--- src/design/pwrf_pkg.sv ---
package pwrf_pkg;

  // Low bits of the edge timestamp that take part in the width
  localparam int StampBits = 32;

  localparam int DistBits    = 32;
  localparam int VelBits     = 41;
  localparam int AccBits     = 50;
  localparam int RateBits    = 8;
  localparam int CfgIdxBits  = 2;
  localparam int CfgDataBits = 32;

  localparam logic [CfgIdxBits-1:0] REG_MAX_DISTANCE = 2'd0;
  localparam logic [CfgIdxBits-1:0] REG_MAX_JUMP     = 2'd1;
  localparam logic [CfgIdxBits-1:0] REG_HEALTH_LIMIT = 2'd2;
  localparam logic [CfgIdxBits-1:0] REG_RATE_FACTOR  = 2'd3;

  localparam logic [DistBits-1:0] MaxDistanceReset = 32'd18000;
  localparam logic [DistBits-1:0] MaxJumpReset     = 32'd3000;
  localparam logic [DistBits-1:0] HealthLimitReset = 32'd38000;
  localparam logic [RateBits-1:0] RateFactorReset  = 8'd20;

  typedef struct packed {
    logic [DistBits-1:0] max_distance;
    logic [DistBits-1:0] max_jump;
    logic [DistBits-1:0] health_limit;
    logic [RateBits-1:0] rate_factor;
  } cfg_t;

endpackage

--- src/design/pwrf_edge_if.sv ---
interface pwrf_edge_if import pwrf_pkg::*; ();
  logic                valid;
  logic                ready;
  logic [DistBits-1:0] edge_time_us;

  modport source (output valid, output edge_time_us, input ready);
  modport sink (input valid, input edge_time_us, output ready);
endinterface

--- src/design/pwrf_result_if.sv ---
interface pwrf_result_if import pwrf_pkg::*; ();
  logic                      valid;
  logic                      ready;
  logic [DistBits-1:0]       raw_distance;
  logic [DistBits-1:0]       held_distance;
  logic signed [VelBits-1:0] velocity;
  logic signed [AccBits-1:0] acceleration;
  logic                      rejected;
  logic                      healthy;
  logic                      pair_tick;

  modport source (output valid, output raw_distance, output held_distance,
                  output velocity, output acceleration, output rejected,
                  output healthy, output pair_tick, input ready);
  modport sink (input valid, input raw_distance, input held_distance,
                input velocity, input acceleration, input rejected,
                input healthy, input pair_tick, output ready);
endinterface

--- src/design/pwrf_cfg_if.sv ---
interface pwrf_cfg_if import pwrf_pkg::*; ();
  logic                   valid;
  logic                   ready;
  logic [CfgIdxBits-1:0]  index;
  logic [CfgDataBits-1:0] data;

  modport source (output valid, output index, output data, input ready);
  modport sink (input valid, input index, input data, output ready);
endinterface

--- src/design/pwrf_cfg_regs.sv ---
module pwrf_cfg_regs import pwrf_pkg::*; (
  input  logic       clk,
  input  logic       rst,
  pwrf_cfg_if.sink   cfg,
  output cfg_t       regs
);

  assign cfg.ready = 1'b1;

  always_ff @(posedge clk) begin
    if (rst) begin
      regs.max_distance <= MaxDistanceReset;
      regs.max_jump     <= MaxJumpReset;
      regs.health_limit <= HealthLimitReset;
      regs.rate_factor  <= RateFactorReset;
    end else if (cfg.valid) begin
      case (cfg.index)
        REG_MAX_DISTANCE: regs.max_distance <= cfg.data[DistBits-1:0];
        REG_MAX_JUMP:     regs.max_jump     <= cfg.data[DistBits-1:0];
        REG_HEALTH_LIMIT: regs.health_limit <= cfg.data[DistBits-1:0];
        REG_RATE_FACTOR:  regs.rate_factor  <= cfg.data[RateBits-1:0];
        default: ;
      endcase
    end
  end

endmodule

--- src/design/pulse_width_range_filter.sv ---
// Pulse-width range filter.
// edges: one request per captured pin edge, carrying its microsecond stamp.
//   Requests alternate start edge / end edge, starting with a start edge
//   after reset. A start edge only stores its stamp; an end edge makes one
//   result request.
// results: raw width (microseconds), held distance, velocity, acceleration and the
//   rejected / healthy / pair_tick flags.
// cfg: register writes (index, data), always ready; write only while idle.
// Throughput: one edge per cycle unless a receiver stall has filled the stages.
//   An end edge's result passes the stage 1, 2 and 3 registers before results.valid rises.
// Three register stages: width subtract, filter and velocity multiply,
//   acceleration multiply and health compare.
// Each stage moves up whenever the stage after it is empty or moving, so
//   edges keep being taken while a result waits; when the receiver stalls,
//   the three stages fill and edges.ready drops.
// Reset (synchronous): registers return to their defaults, all history
//   (start stamp, previous sample, velocity, held distance, pair count) is
//   cleared and the pipeline is emptied.
module pulse_width_range_filter import pwrf_pkg::*; (
  input  logic           clk,
  input  logic           rst,
  pwrf_edge_if.sink      edges,
  pwrf_result_if.source  results,
  pwrf_cfg_if.sink       cfg
);

  cfg_t regs;

  pwrf_cfg_regs u_cfg_regs (
    .clk  (clk),
    .rst  (rst),
    .cfg  (cfg),
    .regs (regs)
  );

  // edge tracking
  logic                 awaiting_end;
  logic [StampBits-1:0] start_stamp;
  logic [StampBits-1:0] stamp;
  logic [StampBits-1:0] width;

  // history
  logic [DistBits-1:0]       prev_raw;
  logic [DistBits-1:0]       last_accepted;
  logic signed [VelBits-1:0] prev_vel;
  logic                      pair_count;

  // stage registers
  logic                      v1, v2, v3;
  logic [DistBits-1:0]       raw1, raw2, raw3;
  logic [DistBits-1:0]       held2, held3;
  logic signed [VelBits-1:0] vel2, vel3;
  logic signed [AccBits-1:0] acc3;
  logic                      rej2, rej3, tick2, tick3, healthy3;

  logic rdy1, rdy2, rdy3;
  logic in_fire, fire2, fire3;

  logic signed [DistBits:0]            diff;
  logic signed [DistBits+RateBits+1:0] vel_prod;
  logic [DistBits:0]                   jump;
  logic                                rej_c;
  logic [DistBits-1:0]                 held_c;
  logic signed [VelBits:0]             vel_delta;
  logic signed [VelBits+RateBits+1:0]  acc_prod;

  assign rdy3 = !v3 || results.ready;
  assign rdy2 = !v2 || rdy3;
  assign rdy1 = !v1 || rdy2;
  assign edges.ready = rdy1;

  assign in_fire = edges.valid && rdy1;
  assign fire2   = v1 && rdy2;
  assign fire3   = v2 && rdy3;

  assign stamp = edges.edge_time_us[StampBits-1:0];
  assign width = stamp - start_stamp;

  // stage 2: difference, velocity, range and jump tests
  assign diff     = $signed({1'b0, raw1}) - $signed({1'b0, prev_raw});
  assign vel_prod = $signed({1'b0, regs.rate_factor}) * diff;
  assign jump     = diff[DistBits] ? (DistBits+1)'(-diff) : (DistBits+1)'(diff);
  assign rej_c    = (raw1 > regs.max_distance) || (jump > {1'b0, regs.max_jump});
  assign held_c   = rej_c ? last_accepted : raw1;

  // stage 3: acceleration
  assign vel_delta = $signed({vel2[VelBits-1], vel2}) - $signed({prev_vel[VelBits-1], prev_vel});
  assign acc_prod  = $signed({1'b0, regs.rate_factor}) * vel_delta;

  always_ff @(posedge clk) begin
    if (rst) begin
      awaiting_end  <= 1'b0;
      start_stamp   <= '0;
      prev_raw      <= '0;
      last_accepted <= '0;
      prev_vel      <= '0;
      pair_count    <= 1'b0;
      v1            <= 1'b0;
      v2            <= 1'b0;
      v3            <= 1'b0;
    end else begin
      if (in_fire) begin
        if (!awaiting_end) begin
          start_stamp  <= stamp;
          awaiting_end <= 1'b1;
        end else begin
          awaiting_end <= 1'b0;
        end
      end
      if (rdy1) begin
        v1 <= in_fire && awaiting_end;
      end
      if (rdy2) begin
        v2 <= v1;
      end
      if (rdy3) begin
        v3 <= v2;
      end
      // rejected samples still advance the difference history
      if (fire2) begin
        prev_raw      <= raw1;
        last_accepted <= held_c;
        pair_count    <= ~pair_count;
      end
      if (fire3) begin
        prev_vel <= vel2;
      end
    end
  end

  always_ff @(posedge clk) begin
    if (in_fire && awaiting_end && rdy1) begin
      raw1 <= DistBits'(width);
    end
    if (fire2) begin
      raw2  <= raw1;
      held2 <= held_c;
      vel2  <= vel_prod[VelBits-1:0];
      rej2  <= rej_c;
      tick2 <= pair_count;
    end
    if (fire3) begin
      raw3     <= raw2;
      held3    <= held2;
      vel3     <= vel2;
      acc3     <= acc_prod[AccBits-1:0];
      rej3     <= rej2;
      tick3    <= tick2;
      healthy3 <= (held2 != '0) && (held2 <= regs.health_limit);
    end
  end

  assign results.valid         = v3;
  assign results.raw_distance  = raw3;
  assign results.held_distance = held3;
  assign results.velocity      = vel3;
  assign results.acceleration  = acc3;
  assign results.rejected      = rej3;
  assign results.healthy       = healthy3;
  assign results.pair_tick     = tick3;

`ifndef NO_ASSERTIONS
  a_end_enters_pipe: assert property (@(posedge clk) disable iff (rst)
    (in_fire && awaiting_end) |=> (v1 && !awaiting_end))
    else $error("end edge did not enter the pipeline");

  a_stage2_to_out: assert property (@(posedge clk) disable iff (rst)
    fire2 |=> v2)
    else $error("stage 2 lost a sample");

  a_result_follows: assert property (@(posedge clk) disable iff (rst)
    fire3 |=> results.valid)
    else $error("result register not loaded");

  a_accept_holds_raw: assert property (@(posedge clk) disable iff (rst)
    (v3 && !rej3) |-> (held3 == raw3))
    else $error("accepted sample not held");

  a_pair_toggle: assert property (@(posedge clk) disable iff (rst)
    fire2 |=> (pair_count != $past(pair_count)))
    else $error("pair count did not advance");
`endif

endmodule

--- src/flat_wrapper.sv ---
// flat-port wrapper written by rule: the top's interface ports become plain ports
module pulse_width_range_filter_flat import pwrf_pkg::*;
  (clk, rst, edges_valid, edges_edge_time_us, edges_ready, results_valid, results_raw_distance, results_held_distance, results_velocity, results_acceleration, results_rejected, results_healthy, results_pair_tick, results_ready, cfg_valid, cfg_index, cfg_data, cfg_ready);
  pwrf_edge_if edges_i ();
  pwrf_result_if results_i ();
  pwrf_cfg_if cfg_i ();
  input  logic clk;
  input  logic rst;
  input wire logic [$bits(edges_i.valid)-1:0] edges_valid;
  input wire logic [$bits(edges_i.edge_time_us)-1:0] edges_edge_time_us;
  output wire logic [$bits(edges_i.ready)-1:0] edges_ready;
  output wire logic [$bits(results_i.valid)-1:0] results_valid;
  output wire logic [$bits(results_i.raw_distance)-1:0] results_raw_distance;
  output wire logic [$bits(results_i.held_distance)-1:0] results_held_distance;
  output wire logic [$bits(results_i.velocity)-1:0] results_velocity;
  output wire logic [$bits(results_i.acceleration)-1:0] results_acceleration;
  output wire logic [$bits(results_i.rejected)-1:0] results_rejected;
  output wire logic [$bits(results_i.healthy)-1:0] results_healthy;
  output wire logic [$bits(results_i.pair_tick)-1:0] results_pair_tick;
  input wire logic [$bits(results_i.ready)-1:0] results_ready;
  input wire logic [$bits(cfg_i.valid)-1:0] cfg_valid;
  input wire logic [$bits(cfg_i.index)-1:0] cfg_index;
  input wire logic [$bits(cfg_i.data)-1:0] cfg_data;
  output wire logic [$bits(cfg_i.ready)-1:0] cfg_ready;
  assign edges_i.valid = edges_valid;
  assign edges_i.edge_time_us = edges_edge_time_us;
  assign edges_ready = edges_i.ready;
  assign results_valid = results_i.valid;
  assign results_raw_distance = results_i.raw_distance;
  assign results_held_distance = results_i.held_distance;
  assign results_velocity = results_i.velocity;
  assign results_acceleration = results_i.acceleration;
  assign results_rejected = results_i.rejected;
  assign results_healthy = results_i.healthy;
  assign results_pair_tick = results_i.pair_tick;
  assign results_i.ready = results_ready;
  assign cfg_i.valid = cfg_valid;
  assign cfg_i.index = cfg_index;
  assign cfg_i.data = cfg_data;
  assign cfg_ready = cfg_i.ready;
  pulse_width_range_filter u_core (.clk(clk), .rst(rst), .edges(edges_i), .results(results_i), .cfg(cfg_i));
endmodule
--- config.mk ---
export PLATFORM = sky130hd
export DESIGN_NAME = pulse_width_range_filter_flat
export DESIGN_NICKNAME = d
export VERILOG_FILES = /design/src/design/pwrf_pkg.sv /design/src/design/pwrf_edge_if.sv /design/src/design/pwrf_result_if.sv /design/src/design/pwrf_cfg_if.sv /design/src/design/pwrf_cfg_regs.sv /design/src/design/pulse_width_range_filter.sv /design/src/flat_wrapper.sv
export SDC_FILE = /design/constraint.sdc
export NUM_CORES = 2
export LEC_CHECK = 0
export BUFFER_PORTS_ARGS = -buffer_cell sky130_fd_sc_hd__buf_2
export CORE_MARGIN = 3
export CORE_UTILIZATION = 59
export CTS_CLUSTER_DIAMETER = 200
export DETAILED_ROUTE_END_ITERATION = 16
export PLACE_DENSITY_LB_ADDON = 0.2
export SYNTH_ARGS = -nofsm -noshare
export SYNTH_HDL_FRONTEND = slang
export SYNTH_HIERARCHICAL = 1
export SYNTH_SLANG_ARGS = --single-unit
--- constraint.sdc ---
create_clock -name clk -period 21.6 [get_ports clk]
set_clock_uncertainty 0.15 [all_clocks]
set_input_delay 4.32 -clock clk [delete_from_list [all_inputs] [get_ports clk]]
set_output_delay 4.32 -clock clk [all_outputs]
set_load 0.02 [all_outputs]
==> impl_metrics.tcl <==
set metrics [dict create \
    powerDensity_mw_per_mm2 93.70 \
    diodes 0 \
    use_met3 0.02775 \
    max_freq_mhz 104.8 \
    finalCriticalPeriod_ns 9.545 \
    syn-cell-area_mm2 0.04837 \
    hold_start "u_core/raw2[15]" \
    final_cell_mix "864 x inv_1, 574 x nand2_1, 461 x fa_1" \
    seqPwrFrac 0.260 \
    critPathLaunchType "input port" \
    grt_overflow 0 \
    post-route-period-util 0.4419 \
    core_mm2 0.08081 \
    drc 0 \
    synth_top_cell_by_area "fa_1" \
    wl_per_cell_um 17.46 \
    critPathKind "input port to output port" \
    drt-initial-drc-count 2278 \
    syn_nets 6066 \
    switchingPower_mw 1.988 \
    rows 104 \
    start_util 0.5986 \
    die_h_um 292.3 \
    timing.rr.start "u_core/vel2[0]" \
    dieArea_mm2 0.08545 \
    grt_pass1_wl_um 184000 \
    setup-tns-final_ns 0 \
    syn_to_final_growth_pct 8.453 \
    synth_seq_cells 543 \
    ir_drop_mv 0.06921 \
    layout_commonest_cell "inv_1" \
    synth-main-ff-cell "edfxtp_1" \
    worst_path_max_delay_cell "nor2b_1" \
    finalMaxSlewViolations 0 \
    power_leakage_nw 23.65 \
    cts.repair.resized 0 \
    stdcell_count 6392 \
    tightest_slew_ns 1.254 \
    seq_area_frac_synth 0.2862 \
    synth_cell_types 90 \
    synth_edf_count 297 \
    synthCells 5153 \
    multi_input_area_mm2 0.03042 \
    slowest_delay_ns 0.26 \
    fillers 6707 \
    route.vias.total 35339 \
    p_int_mw 2.928 \
    synth_top_area_frac 0.1908 \
    pwr-share-clk 0.222 \
    dp_hpwl_um 85030 \
    fin_nets 6194 \
    hold_viol 0 \
    dr.pass1.iters 6 \
    viasPerCell 5.529 \
    io_pins 232 \
    h-tree-depth 2 \
    maxSlewHeadroom 0.1631 \
    synth_area_leaders "fa_1 19%, edfxtp_1 18%, dfxtp_1 10%, ha_1 9.9%, inv_1 6.7%" \
    postCtsSetupBuffers 0 \
    cts_tree "done" \
    cp_max_fo 5 \
    cts-root-buf "clkbuf_16" \
    use_met1 0.3541 \
    worstSkewPairLatency_ns 0.64 \
    grt_pass1_vias 35687 \
    crit_arrival_ns 5.07 \
    drive_gt1_frac 0.08515 \
    placed_cells_incl_taps 6280 \
    setup_violations 0 \
    rsz0062_at_grt "no" \
    power_frac_comb 0.518 \
    cts.path.max_buffers 3 \
    worstSetupStartpoint "results_ready" \
    yosys_warnings 6 \
    crit_buf_inv 2 \
    antenna_found_initial 2 \
    postCtsHoldBufs 0 \
    end_kind "output port" \
    met2_usage 0.4648 \
    crit_required_ns 17.13 \
    critPathTopFamily "simple AND/OR/NAND/NOR gates" \
    grt_max_degree 198 \
    routabilityCongestion 0.9220 \
    final_antenna_net_count 0 \
    cp_common_cell "buf_2" \
    async_reset_ff_frac 0 \
    clock_sinks 543 \
    die_w_um 292.3 \
    cp_cell_sequence "buf_2 -> nor2b_1 -> nand3_1 -> buf_2" \
    hold_path_class "register to register" \
    area.sequential_mm2 0.01385 \
    syn_avg_cell_area_um2 9.387 \
    maxCapViolCount 0 \
    track_usage 0.2647 \
    cts-buffers-inserted 59 \
    io_buffer_count 230 \
    clkTransAtPathRegs_ns 0.06 \
    busiest_layer "met2" \
    postRouteWirelength_um 111600 \
    swShare 0.4044 \
    status "finished, final reports clean" \
]
## sequential cells by signal (all words and copies together) (netlist names), 32 cells and up
| register | cells |
|---|---|
| u_core/held2 | 32 |
| u_core/last_accepted | 32 |
| u_core/prev_raw | 32 |
| u_core/prev_vel | 41 |
| u_core/raw1 | 32 |
| u_core/raw2 | 32 |
| u_core/results.acceleration | 50 |
| u_core/results.held_distance | 32 |
| u_core/results.raw_distance | 32 |
| u_core/results.velocity | 41 |
| u_core/start_stamp | 32 |
| u_core/u_cfg_regs/regs | 104 |
| u_core/vel2 | 41 |
## cell usage after synthesis (all sizes together) (5+ instances only)
| cell | instances |
|---|---|
| a21boi | 5 |
| mux2i | 141 |
| a31oi | 18 |
| a2111oi | 8 |
| and3 | 27 |
| a211o | 9 |
| o21ai | 109 |
| or2 | 10 |
| nor2b | 47 |
| nor4 | 16 |
| mux2 | 32 |
| xnor2 | 135 |
| ha | 381 |
| fa | 461 |
| o211ai | 16 |
| edfxtp | 297 |
| nand3 | 47 |
| o21bai | 30 |
| nor3b | 7 |
| nand2 | 574 |
| o31a | 9 |
| nor3 | 48 |
| dfxtp | 246 |
| a221oi | 6 |
| a221o | 5 |
| o21a | 27 |
| o31ai | 11 |
| a311oi | 6 |
| or3 | 14 |
| clkbuf | 175 |
| buf | 29 |
| a21oi | 306 |
| nor2 | 159 |
| a211oi | 20 |
| a21o | 118 |
| nand2b | 211 |
| nand4 | 51 |
| xor2 | 55 |
| o2111ai | 6 |
| o41ai | 10 |
| a22oi | 8 |
| and2 | 339 |
| o311ai | 6 |
| inv | 864 |
## worst paths after layout
check / to / slack, ns / cells after the start
max: edges_ready / 12.06 / 4
min: u_core/results.raw_distance[15] / 0.27 / 0
max reg2reg: u_core/results.acceleration[48] / 12.51 / 32
min reg2reg: u_core/results.raw_distance[15] / 0.27 / 0
## cells by family after synthesis
| group | count (synthesis) | synth area share |
|---|---|---|
| AND/OR/NAND/NOR | 1571 | 0.1646 |
| XOR/XNOR | 190 | 0.03440 |
| multiplexers | 173 | 0.03888 |
| AO/OA/AOI/OAI | 763 | 0.1012 |
| flip-flops | 543 | 0.2862 |
| adder cells (fa/ha/maj) | 842 | 0.2894 |
| other | 1 | 0.00007753 |
| buffers and inverters | 1070 | 0.08536 |
## routing by layer
layer | vias up | share of wire
li1 | 16983 | -
met1 | 17376 | 0.44
met2 | 812 | 0.49
met3 | 168 | 0.049
met4 | 0 | 0.023
met5 | - | 0
## worst register-to-register path, delay by kind of cell (launching register included)
family	cells	cell delay, ns
adder cells (fa/ha/maj)	7	2.93
XOR/XNOR	1	0.38
AO/OA/AOI/OAI	16	4.33
multiplexers	1	0.10
AND/OR/NAND/NOR	2	0.26
flip-flops	1	0.41
buffers and inverters	5	0.27
## power groups by stage
stage	clock, mW	sequential, mW	combinational [mW]
global route	1.15	1.28	2.92
detailed placement	0	1.30	2.53
finish	1.09	1.28	2.55
floorplan	0	1.29	2.00
CTS	1.11	1.28	2.55
global placement	0	1.30	2.46
## final cells by class
type                       count  area share
clock buffer                  82     0.03361
clock inverter                30    0.006941
inverter                     866     0.06220
multi-input combinational   3540      0.5799
sequential                   543      0.2641
tap                         1060     0.02528
timing repair buffer         271     0.02798
## metrics by stage
| step | setup WS, ns | area (µm²) | total power [mW] | hold WS, ns | utilization |
|---|---|---|---|---|---|
| 6_report | 12.06 | 52460 | 4.916 | 0.2683 | 0.6492 |
| 5_1_grt | 11.88 | 52460 | 5.354 | 0.2731 | 0.6492 |
| 4_1_cts | 12.07 | 52460 | 4.939 | 0.2664 | 0.6492 |
| 3_5_place_dp | 12.08 | 50330 | 3.832 | 0.2545 | 0.6229 |
| 3_3_place_gp | 12.13 | 50330 | 3.763 | 0.2510 | 0.6229 |
| 2_1_floorplan | 11.64 | 48370 | 3.294 | 0.2503 | - |
Note: power is estimated with default switching activity, not from simulation.
